## src/hw/rtl/assert_macros.svh

```systemverilog
// Assertion macros for the RTL of the move tracker.
// No dependencies; included by the top level.
`ifndef ASSERT_MACROS_SVH
`define ASSERT_MACROS_SVH

// Implication in the same cycle, disabled during reset.
`define ASSERT_SAME(label, clk, rst_n, ante, cons) \
    label: assert property (@(posedge clk) disable iff (!rst_n) (ante) |-> (cons)) \
        else $error("assertion failed in the same cycle");

// Implication into the following cycle, disabled during reset.
`define ASSERT_NEXT(label, clk, rst_n, ante, cons) \
    label: assert property (@(posedge clk) disable iff (!rst_n) (ante) |=> (cons)) \
        else $error("assertion failed in the following cycle");

`endif

```

## src/hw/rtl/emt_pkg.sv

```systemverilog
// Types and constants of the encoder move tracker.
// No dependencies; imported by every module of the block.
package emt_pkg;

    localparam int COUNTS_PER_TURN = 4096;
    localparam int ANGLE_W         = 12;
    localparam int DIST_W          = 25;
    localparam int TARGET_W        = 24;
    localparam int TICK_W          = 6;
    localparam int DIFF_W          = ANGLE_W + 2;
    localparam int ADDR_W          = 4;
    localparam int DATA_W          = 32;

    localparam logic signed [DIFF_W-1:0] HALF_TURN = DIFF_W'(COUNTS_PER_TURN / 2);
    localparam logic signed [DIFF_W-1:0] FULL_TURN = DIFF_W'(COUNTS_PER_TURN);

    localparam logic [TICK_W-1:0]   TICK_MAX     = 6'd63;
    localparam logic [TICK_W-1:0]   SETTLE_TICKS = 6'd50;
    localparam logic [TARGET_W-1:0] SMALL_TARGET = 24'd2000;
    localparam logic [TARGET_W-1:0] COAST_MARGIN = 24'd1200;
    localparam logic [DIST_W-1:0]   DIST_MAX     = '1;

    // Register indexes, taken from paddr[3:2].
    localparam logic [1:0] REG_TARGET    = 2'd0;
    localparam logic [1:0] REG_DIRECTION = 2'd1;
    localparam logic [1:0] REG_WHEEL     = 2'd2;

    typedef struct packed {
        logic               mode;
        logic [ANGLE_W-1:0] position;
        logic               moving;
    } sample_t;

    typedef struct packed {
        logic               running;
        logic [DIST_W-1:0]  distance;
        logic               brake_now;
        logic [ANGLE_W-1:0] final_angle;
        logic               done_res;
        logic               start_rejected;
    } result_t;

    typedef struct packed {
        logic [TARGET_W-1:0] target_counts;
        logic                direction_reverse;
        logic                wheel_mode;
    } cfg_t;

endpackage

```

## src/hw/rtl/emt_cfg.sv

```systemverilog
// APB-style configuration registers of the move tracker.
// Depends on emt_pkg.
module emt_cfg
    import emt_pkg::*;
(
    input  logic              clk,
    input  logic              rst_n,
    input  logic              psel,
    input  logic              penable,
    input  logic              pwrite,
    input  logic [ADDR_W-1:0] paddr,
    input  logic [DATA_W-1:0] pwdata,
    output logic [DATA_W-1:0] prdata,
    output logic              pready,
    output cfg_t              cfg
);

    logic [TARGET_W-1:0] target_reg;
    logic                direction_reg;
    logic                wheel_reg;
    logic                wr_en;
    logic [1:0]          reg_index;

    assign pready    = 1'b1;
    assign reg_index = paddr[3:2];
    assign wr_en     = psel && penable && pwrite && pready;

    always_ff @(posedge clk or negedge rst_n)
    begin
        if (!rst_n)
        begin
            target_reg    <= '0;
            direction_reg <= 1'b0;
            wheel_reg     <= 1'b0;
        end
        else if (wr_en)
        begin
            unique case (reg_index)
                REG_TARGET:    target_reg    <= pwdata[TARGET_W-1:0];
                REG_DIRECTION: direction_reg <= pwdata[0];
                REG_WHEEL:     wheel_reg     <= pwdata[0];
                default:       ;
            endcase
        end
    end

    always_comb
    begin
        unique case (reg_index)
            REG_TARGET:    prdata = {{(DATA_W-TARGET_W){1'b0}}, target_reg};
            REG_DIRECTION: prdata = {{(DATA_W-1){1'b0}}, direction_reg};
            REG_WHEEL:     prdata = {{(DATA_W-1){1'b0}}, wheel_reg};
            default:       prdata = '0;
        endcase
    end

    assign cfg.target_counts     = target_reg;
    assign cfg.direction_reverse = direction_reg;
    assign cfg.wheel_mode        = wheel_reg;

endmodule

```

## src/hw/rtl/emt_core.sv

```systemverilog
// Run state of the move tracker and the single-pass update for one word.
// Depends on emt_pkg.
module emt_core
    import emt_pkg::*;
(
    input  logic    clk,
    input  logic    rst_n,
    input  logic    step,
    input  sample_t sample,
    input  cfg_t    cfg,
    output result_t result
);

    logic                run_active_reg, run_active_next;
    logic                braking_reg, braking_next;
    logic [DIST_W-1:0]   travel_sum_reg, travel_sum_next;
    logic [ANGLE_W-1:0]  last_angle_reg, last_angle_next;
    logic [ANGLE_W-1:0]  start_angle_reg, start_angle_next;
    logic [TICK_W-1:0]   ticks_reg, ticks_next;

    logic                      tick_active;
    logic [TICK_W-1:0]         ticks_inc;
    logic signed [DIFF_W-1:0]  diff_raw, diff_wrap, diff_neg;
    logic [ANGLE_W-1:0]        step_mag;
    logic [DIST_W:0]           sum_wide;
    logic [DIST_W-1:0]         sum_sat;
    logic [TARGET_W-1:0]       margin, threshold;
    logic                      brake_fire, brake_after;
    logic [ANGLE_W-1:0]        angle_exact;

    assign tick_active = sample.mode && run_active_reg;
    assign ticks_inc   = (ticks_reg == TICK_MAX) ? ticks_reg : ticks_reg + 1'b1;

    // Unwrap the step to the nearest half turn.
    always_comb
    begin
        diff_raw = signed'({2'b00, sample.position}) - signed'({2'b00, last_angle_reg});
        if (diff_raw > HALF_TURN)
        begin
            diff_wrap = diff_raw - FULL_TURN;
        end
        else if (diff_raw < -HALF_TURN)
        begin
            diff_wrap = diff_raw + FULL_TURN;
        end
        else
        begin
            diff_wrap = diff_raw;
        end
        diff_neg = -diff_wrap;
        step_mag = diff_wrap[DIFF_W-1] ? diff_neg[ANGLE_W-1:0] : diff_wrap[ANGLE_W-1:0];
    end

    assign sum_wide  = {1'b0, travel_sum_reg} + {{(DIST_W+1-ANGLE_W){1'b0}}, step_mag};
    assign sum_sat   = sum_wide[DIST_W] ? DIST_MAX : sum_wide[DIST_W-1:0];
    assign margin    = (cfg.target_counts <= SMALL_TARGET) ?
                       {2'b00, cfg.target_counts[TARGET_W-1:2]} : COAST_MARGIN;
    assign threshold = cfg.target_counts - margin;

    assign brake_fire  = tick_active && cfg.wheel_mode && !braking_reg &&
                         (sum_sat >= {1'b0, threshold});
    assign brake_after = braking_reg || brake_fire;

    // The angle wraps within one turn, so the sum is taken modulo the word width.
    assign angle_exact = cfg.direction_reverse ?
                         start_angle_reg - cfg.target_counts[ANGLE_W-1:0] :
                         start_angle_reg + cfg.target_counts[ANGLE_W-1:0];

    always_comb
    begin
        run_active_next  = run_active_reg;
        braking_next     = braking_reg;
        travel_sum_next  = travel_sum_reg;
        last_angle_next  = last_angle_reg;
        start_angle_next = start_angle_reg;
        ticks_next       = ticks_reg;
        result.done_res  = 1'b0;
        result.start_rejected = 1'b0;

        if (!sample.mode)
        begin
            if (run_active_reg)
            begin
                result.start_rejected = 1'b1;
            end
            else
            begin
                run_active_next  = 1'b1;
                braking_next     = 1'b0;
                travel_sum_next  = '0;
                ticks_next       = '0;
                start_angle_next = sample.position;
                last_angle_next  = sample.position;
            end
        end
        else if (run_active_reg)
        begin
            ticks_next = ticks_inc;
            if (cfg.wheel_mode)
            begin
                travel_sum_next = sum_sat;
                last_angle_next = sample.position;
                braking_next    = brake_after;
                if (brake_after && !sample.moving)
                begin
                    run_active_next = 1'b0;
                    result.done_res = 1'b1;
                end
            end
            else if (!sample.moving && (ticks_inc > SETTLE_TICKS))
            begin
                run_active_next = 1'b0;
                result.done_res = 1'b1;
            end
        end

        result.running     = run_active_next;
        result.distance    = travel_sum_next;
        result.brake_now   = brake_fire;
        result.final_angle = brake_fire ? angle_exact : '0;
    end

    always_ff @(posedge clk or negedge rst_n)
    begin
        if (!rst_n)
        begin
            run_active_reg  <= 1'b0;
            braking_reg     <= 1'b0;
            travel_sum_reg  <= '0;
            last_angle_reg  <= '0;
            start_angle_reg <= '0;
            ticks_reg       <= '0;
        end
        else if (step)
        begin
            run_active_reg  <= run_active_next;
            braking_reg     <= braking_next;
            travel_sum_reg  <= travel_sum_next;
            last_angle_reg  <= last_angle_next;
            start_angle_reg <= start_angle_next;
            ticks_reg       <= ticks_next;
        end
    end

endmodule

```

## src/hw/rtl/wrapped_encoder_move_tracker_top.sv

```systemverilog
// Encoder move tracker top level: input register, update logic, result register.
// Each sample word waits in the input register until the result register can take it.
// Throughput is one word per cycle while result_stall is low.
// rst_n clears the run state, both stage valid flags and the configuration registers.
// Depends on emt_pkg, emt_cfg, emt_core and assert_macros.svh.
`include "assert_macros.svh"

module wrapped_encoder_move_tracker_top
    import emt_pkg::*;
(
    input  logic              clk,
    input  logic              rst_n,
    input  logic              sample_valid,
    output logic              sample_stall,
    input  sample_t           sample,
    output logic              result_valid,
    input  logic              result_stall,
    output result_t           result,
    input  logic              psel,
    input  logic              penable,
    input  logic              pwrite,
    input  logic [ADDR_W-1:0] paddr,
    input  logic [DATA_W-1:0] pwdata,
    output logic [DATA_W-1:0] prdata,
    output logic              pready
);

    cfg_t    cfg;
    sample_t sample_reg;
    logic    in_valid_reg, in_valid_next;
    result_t result_reg;
    logic    out_valid_reg, out_valid_next;
    result_t core_result;
    logic    advance;
    logic    take;

    emt_cfg u_cfg (
        .clk     (clk),
        .rst_n   (rst_n),
        .psel    (psel),
        .penable (penable),
        .pwrite  (pwrite),
        .paddr   (paddr),
        .pwdata  (pwdata),
        .prdata  (prdata),
        .pready  (pready),
        .cfg     (cfg)
    );

    emt_core u_core (
        .clk    (clk),
        .rst_n  (rst_n),
        .step   (advance),
        .sample (sample_reg),
        .cfg    (cfg),
        .result (core_result)
    );

    // A word moves on whenever the result register is empty or being drained.
    assign advance      = in_valid_reg && (!out_valid_reg || !result_stall);
    assign sample_stall = in_valid_reg && out_valid_reg && result_stall;
    assign take         = sample_valid && !sample_stall;

    always_comb
    begin
        in_valid_next = in_valid_reg;
        if (take)
        begin
            in_valid_next = 1'b1;
        end
        else if (advance)
        begin
            in_valid_next = 1'b0;
        end

        out_valid_next = out_valid_reg;
        if (advance)
        begin
            out_valid_next = 1'b1;
        end
        else if (!result_stall)
        begin
            out_valid_next = 1'b0;
        end
    end

    always_ff @(posedge clk or negedge rst_n)
    begin
        if (!rst_n)
        begin
            in_valid_reg  <= 1'b0;
            out_valid_reg <= 1'b0;
        end
        else
        begin
            in_valid_reg  <= in_valid_next;
            out_valid_reg <= out_valid_next;
        end
    end

    always_ff @(posedge clk)
    begin
        if (take)
        begin
            sample_reg <= sample;
        end
        if (advance)
        begin
            result_reg <= core_result;
        end
    end

    assign result_valid = out_valid_reg;
    assign result       = result_reg;

    `ASSERT_NEXT(a_input_held, clk, rst_n, in_valid_reg && out_valid_reg && result_stall, in_valid_reg)
    `ASSERT_SAME(a_done_ends_run, clk, rst_n, result_valid && result.done_res, !result.running)
    `ASSERT_SAME(a_reject_while_run, clk, rst_n, result_valid && result.start_rejected, result.running)
    `ASSERT_SAME(a_brake_in_run, clk, rst_n, result_valid && result.brake_now, result.running || result.done_res)

endmodule

```

## config.mk

```make
export PLATFORM = sky130hd
export DESIGN_NAME = wrapped_encoder_move_tracker_top
export DESIGN_NICKNAME = d
export VERILOG_FILES = /design/src/hw/rtl/emt_pkg.sv /design/src/hw/rtl/emt_cfg.sv /design/src/hw/rtl/emt_core.sv /design/src/hw/rtl/wrapped_encoder_move_tracker_top.sv
export VERILOG_INCLUDE_DIRS = /design/src /design/src/hw/rtl
export SDC_FILE = /design/constraint.sdc
export NUM_CORES = 1
export LEC_CHECK = 0
export BUFFER_PORTS_ARGS = -buffer_cell sky130_fd_sc_hd__buf_4
export CORE_MARGIN = 8
export CORE_UTILIZATION = 59
export CTS_CLUSTER_DIAMETER = 80
export DETAILED_ROUTE_END_ITERATION = 8
export HOLD_SLACK_MARGIN = 0.15
export PLACE_DENSITY = 0.81
export SLEW_MARGIN = 20
export SYNTH_ARGS = -nofsm -noshare
export SYNTH_HDL_FRONTEND = slang
export SYNTH_SLANG_ARGS = --single-unit
```

## constraint.sdc

```tcl
create_clock -name clk -period 7.05 [get_ports clk]
set_clock_uncertainty 0.15 [all_clocks]
set_input_delay 0.705 -clock clk [delete_from_list [all_inputs] [get_ports clk]]
set_output_delay 0.705 -clock clk [all_outputs]
set_load 0.05 [all_outputs]
```

# [Word level (Yosys, flattened, before mapping)]
# Index checks and enable logic that the tools add are counted.
[totals] reg_bits=140 output_inout_bits=76
[classes] mux=36 bitwise=2 reduce_logical=28 magnitude_cmp=5 n_eq_ne=7 addsub=9
[ops] op="25-bit two-way mux" count=5
[ops] op="12-bit two-way mux" count=6
[ops] op="24-bit case mux with 3 select lines" count=1
[ops] op="14-bit two-way mux" count=2
[ops] op="25-bit by 12-bit adder with 26-bit output" count=1
[ops] op="25-bit by 24-bit >= comparator with 1-bit output" count=1
[ops] op="24-bit by 11-bit <= comparator with 1-bit output (second input constant)" count=1
[ops] op="6-bit two-way mux" count=4
[ops] op="24-bit subtractor" count=1
[ops] op="22-bit two-way mux" count=1
[ops] op="1-bit two-way mux" count=17
[ops] op="14-bit adder (second input constant)" count=1
[ops] op="14-bit by 13-bit greater-than comparator with 1-bit output (second input constant)" count=1
[ops] op="14-bit by 12-bit less-than comparator with 1-bit output (second input constant)" count=1
[ops] op="14-bit subtractor (second input constant)" count=1
[ops] op="12-bit by 12-bit subtractor with 13-bit output" count=1
[ops] op="12-bit adder" count=1
[ops] op="1-bit logical AND" count=12
[ops] op="12-bit negator" count=1
[ops] op="12-bit subtractor" count=1
[ops] op="2-bit AND reduction" count=4
[ops] op="6-bit by 1-bit adder with 6-bit output (second input constant)" count=1
[ops] op="6-bit == test (second input constant)" count=1
[ops] op="6-bit greater-than comparator (second input constant)" count=1
[ops] op="other kinds (11)" count=20

# [Logic depth before layout (Yosys ltp)]
[depth] word_depth=16 mapped_depth=31 ltp_nobuf=29

# [Modules after synthesis]
# From an unflattened synthesis, not the netlist that was laid out.
[unflattened] cells_unflattened=1091 area_unflattened_um2=10288.6
[by_module_without_submodules] mod="emt_core" cells_per_inst=928 area_each_um2=7274.5 n_inst=1
[by_module_without_submodules] mod="wrapped_encoder_move_tracker_top" cells_per_inst=63 area_each_um2=1744.2 n_inst=1
[by_module_without_submodules] mod="emt_cfg" cells_per_inst=100 area_each_um2=1270.0 n_inst=1

# [Worst setup path before layout]
# OpenSTA, ideal clock, no wires.
[synth_path] kind="reg2reg" from="register sample_reg[4] (netlist name)" to="register result_reg (netlist bit result[10]) (data pin)" path_buffers=2 setup_time_ps=255 period_less_slack_ps=6332 required_time_ps=6645 stages_incl_launch_ff=29 slack_ps=718 t_arrival_ps=5928 path_cell_list="edfxtp_1 ha_1 and2_4 a22oi_2 a31oi_2 or4b_4 nand3_4 and4bb_4 nor2_1 mux2_1 ha_1 a211oi_1 o21ai_0 and3b_1 o21ai_1 nor2_2 buf_2 nor2_1 inv_1 ha_1 a211o_1 o221ai_1 a21oi_1 o31ai_1 a31oi_1 o41a_1 nand2_1 buf_4 nor2_1"
[synth_via] elab_chain_len=10 word_cells_on_any_way=13 classes_between="5 x add/sub; 3 x order compare; 4 x mux; 1 x reduce/logical"
[synth_rtl] element="from (decl)" line_no="wrapped_encoder_move_tracker_top.sv:29" source="sample_t sample_reg;"
[synth_rtl] element="from (signal assigned)" line_no="wrapped_encoder_move_tracker_top.sv:105" source="sample_reg <= sample;"
[synth_rtl] element="12-bit by 12-bit subtractor with 13-bit output *" line_no="emt_core.sv:37" source="diff_raw = signed'({2'b00, sample.position}) - signed'({2'b00, last_angle_reg});"
[synth_rtl] element="14-bit adder or 14-bit by 12-bit less-than comparator with 1-bit output (tied branches)" line_no="emt_core.sv:44, emt_core.sv:42"
[synth_rtl] element="14-bit two-way mux" line_no="emt_core.sv:42" source="else if (diff_raw < -HALF_TURN)"
[synth_rtl] element="14-bit two-way mux *" line_no="emt_core.sv:38" source="if (diff_raw > HALF_TURN)"
[synth_rtl] element="12-bit negator" line_no="emt_core.sv:50" source="diff_neg = -diff_wrap;"
[synth_rtl] element="12-bit two-way mux *" line_no="emt_core.sv:51" source="step_mag = diff_wrap[DIFF_W-1] ? diff_neg[ANGLE_W-1:0] : diff_wrap[ANGLE_W-1:0];"
[synth_rtl] element="25-bit by 12-bit adder with 26-bit output *" line_no="emt_core.sv:54" source="assign sum_wide = {1'b0, travel_sum_reg} + {{(DIST_W+1-ANGLE_W){1'b0}}, step_mag};"
[synth_rtl] element="25-bit two-way mux *" line_no="emt_core.sv:55" source="assign sum_sat = sum_wide[DIST_W] ? DIST_MAX : sum_wide[DIST_W-1:0];"
[synth_rtl] element="25-bit by 24-bit >= comparator with 1-bit output *" line_no="emt_core.sv:61" source="(sum_sat >= {1'b0, threshold});"
[synth_rtl] element="1-bit logical AND *" line_no="emt_core.sv:60" source="assign brake_fire = tick_active && cfg.wheel_mode && !braking_reg &&"
[synth_rtl] element="to (signal assigned)" line_no="wrapped_encoder_move_tracker_top.sv:109" source="result_reg <= core_result;"
[synth_rtl] element="to (decl)" line_no="wrapped_encoder_move_tracker_top.sv:31" source="result_t result_reg;"
# Every way passes the cells marked *; elsewhere a longest branch is shown, timed or not.
# A chain may end at the register's enable or synchronous reset.

==> metrics.md <==
| Metric | Value |
|---|---|
| Status | completed |
| Avg Cell Area, Syn | between 9 and 10 sq um |
| Synth Register Bits | 140 |
| Worst skew pair latency | roughly 0.43 ns |
| # rows | 48 |
| Core Box Area | ~17000 sq um |
| Worst Path Arrival | 6.98 ns |
| RSZ-0062 raised after global routing | yes |
| Post-Synthesis Cells | around 1.1k |
| Register-to-Register Path Depth | 31 |
| Synth Area in Simple Gates | between 10% and 20% |
| Clock Pin Slew Worst Setup and Hold Paths | 0.06 ns |
| Initial DRC count | ~710 |
| Critical path's slowest cell | o41a_1 |
| Maximum vdd drop | roughly 510 uV |
| Die ar. | 21800 sq um |
| Area growth from synthesis to layout | 20.8% |
| Worst Setup End Kind | register |
| Slew @ Worst Pin | between 0.9 and 1 ns |
| Sequential cell area | 3780 sq um |
| Fillers | about 1.3k |
| Most common cell in the netlist | nand2_1 |
| Top post-synthesis cells by count | nand2_1, ha_1, dfrtp_1, nor2_1, o21ai_0 |
| I/O Buffers | between 100 and 150 |
| Total CTS buffers | 17 |
| Min Tclk post-route | between 6 and 7 ns |
| Main combinational cell family by area after synthesis | compound AO/OA/AOI/OAI gates |
| Multi-input logic area | 6290 sq um |
| Final WS setup | roughly 0.18 ns |
| Fmax | roughly 150 MHz |
| Hold depth | 1 |
| Ratio of cells with drive above 1 in the final layout | a little over a fifth |
| Cell mode on critical path | buf_4 |
| Top-area cell type share of the netlist area | 20.8% |
| Clock Tree Buf Depth | 2 |
| Gr usage total | a little under a quarter |
| Initial antenna violation count | 0 |
| H-tree levels | 4 |
| I/O Pins | approximately 130 |
| Seq/Total Area, Yosys | between 30% and 40% |
| EDFF count, synth | 55 |
| Initial Util | between 50 and 60% |
| Mux cell area share after synthesis | under 10% |
| Crit-path max cell delay | ~0.43 ns |
| Synth Area in XOR/XNOR | around 5.8% |
| Gr ovfl total | 0 |
| Pre-CTS WS | -0.0114 ns |
| Synth top area cells | dfrtp_1, edfxtp_1, ha_1 |
| Largest net degree at the start of global routing | 56 |
| Adder-cell share of the synthesized area | about 12% |
| Relative slew margins | around a third |
| 1st-pass router iterations | 5 |
| Compound-gate portion of the synthesized area | approximately a fifth |
| Worst-case hold slack | approximately 0.30 ns |
| Yosys cell types | 79 |
| Hpwl dp | approximately 19000 um |
| Tightest Hold Check Type | in2reg |
| CTS tree | done |
| CP max FO | 12 |
| Top_reg_cell synth | dfrtp_1 |
| Req. time, crit path | 7.16 ns |
| Number of global-route vias before repair | ~8.7k |
| Total wire length | approximately 27000 um |
| Average wire per standard cell | about 18 um |
| CTS sink cnt | 140 |
| Total of max-cap violations | 0 |
| Total Power | 7.15 mW |
| DRC Markers | 0 |
| Root Buffer | clkbuf_16 |
| ANT cells | 0 |
| Post-DR vias/cell | approximately 6.1 |
| Power Density | slightly below 600 nW/um^2 |
| Cell area after synthesis | approximately 10000 sq um |
| Via count | around 9k |
| Max-slew violations | 0 |
| Placer Congestion | just under 0.9 |
| Die W | 148 um |
| Placed cell area | 11400 sq um |
| Detail Route Antenna Nets | 0 |
| Critical path launch point type | register |
| Pleak | ~5.6 nW |
| YS warnings | 0 |
| Net count, final | roughly 1.4k |
| Final Hold Viols | 0 |
| Die height | approximately 150 um |
| Max reg flops | roughly 40 |
| Crit path kind | reg2reg |
| Tcrit/Tclk final | approximately 100% |
| Cell area after layout | between 10000 and 15000 sq um |
| Largest area contributor in the netlist | dfrtp_1 |
| Endpoints failing setup | 0 |
| Ys async rst share | about 61% |
| First-pass GRT wire length | 42600 um |
## cells in the final DEF (no fill, tap or decap), types with 23 or more instances in the layout
| cell type | instances |
|---|---|
| a21oi_1 | 64 |
| a22o_1 | 26 |
| and2_1 | 23 |
| buf_4 | 156 |
| dfrtp_1 | 85 |
| edfxtp_1 | 55 |
| ha_1 | 84 |
| inv_1 | 60 |
| mux2_2 | 35 |
| nand2_1 | 98 |
| nand3_1 | 30 |
| nor2_1 | 78 |
| nor3_1 | 31 |
| o21ai_0 | 79 |
| xnor2_1 | 35 |
| xor2_1 | 29 |
## cells by family (layout without fill, tap and decap cells)
| family | count (synthesis) | after routing |
|---|---|---|
| and+or+nand+nor | 363 | 363 |
| AOI/OAI and AO/OA | 297 | 297 |
| DFF | 140 | 140 |
| buffers and inverters | 114 | 251 |
| adders and majority gates | 92 | 92 |
| xor gates and xnor gates | 67 | 67 |
| muxes | 43 | 43 |
| other | 2 | 21 |
## routing by layer
metal	wire length (um)	track usage [%]	share of wire [%]
met2	12500	37.7	47
met3	2050	7.00	7.7
met4	642	8.31	2.4
met1	11400	30.7	43
met5	0	0	0
## worst paths after layout
kind / start / endpoint / slack (ns)
max: sample_reg[1]$_DFFE_PP_ / result[40]$_DFFE_PP_ / 0.18
min: sample[3] / sample_reg[3]$_DFFE_PP_ / 0.30
max reg2reg: sample_reg[1]$_DFFE_PP_ / result[40]$_DFFE_PP_ / 0.18
min reg2reg: in_valid_reg$_DFFE_PN0P_ / result_valid$_DFFE_PN0P_ / 0.34
max in group asynchronous: rst_n / u_core.travel_sum_reg[9]$_DFFE_PN0P_ / 5.05
min in group asynchronous: rst_n / u_core.start_angle_reg[7]$_DFFE_PN0P_ / 0.59
## worst max-delay path, delay by kind of cell, from the launching register on
family                   cells  cell delay, ns
AO/OA/AOI/OAI               13            2.74
XOR/XNOR                     1            0.24
adder cells (fa/ha/maj)      4            1.06
buffers and inverters        6            0.77
flip-flops                   1            0.35
AND/OR/NAND/NOR              7            1.37
## what timing repair did
action / in CTS / in global routing
buffers inserted: 2 / 11
endpoints found under the hold margin: 30 / 0
pin swaps: 4 / 26
gates resized for setup: 6 / 40
setup endpoints to repair: 12 / 17
hold buffers: 1 / 0
## cell type report
type / count / area share, %
multi-input combinational: 883 / 50.8
sequential: 140 / 30.5
timing repair buffer: 158 / 9.63
clock buffer: 20 / 3.53
tap: 225 / 2.27
inverter: 61 / 1.85
clock inverter: 12 / 1.38
## where the power goes
group | total (mW) | internal (mW) | switching (mW) | leakage [nW]
combinational | 4.98 | 2.08 | 2.89 | 3.73
sequential | 1.23 | 1.05 | 0.179 | 1.59
clock | 0.945 | 0.590 | 0.356 | 0.301
total | 7.15 | 3.72 | 3.43 | 5.61
## metrics by stage
stage	TNS (ns)	instances	util, %
CTS	0	1488	70.7
floorplan	0	1137	-
global route	-0.893	1499	72.3
detailed placement	-0.0114	1453	66.8
finish	0	1499	72.3
global placement	0	1453	66.8
Note: power is estimated with default switching activity, not from simulation.
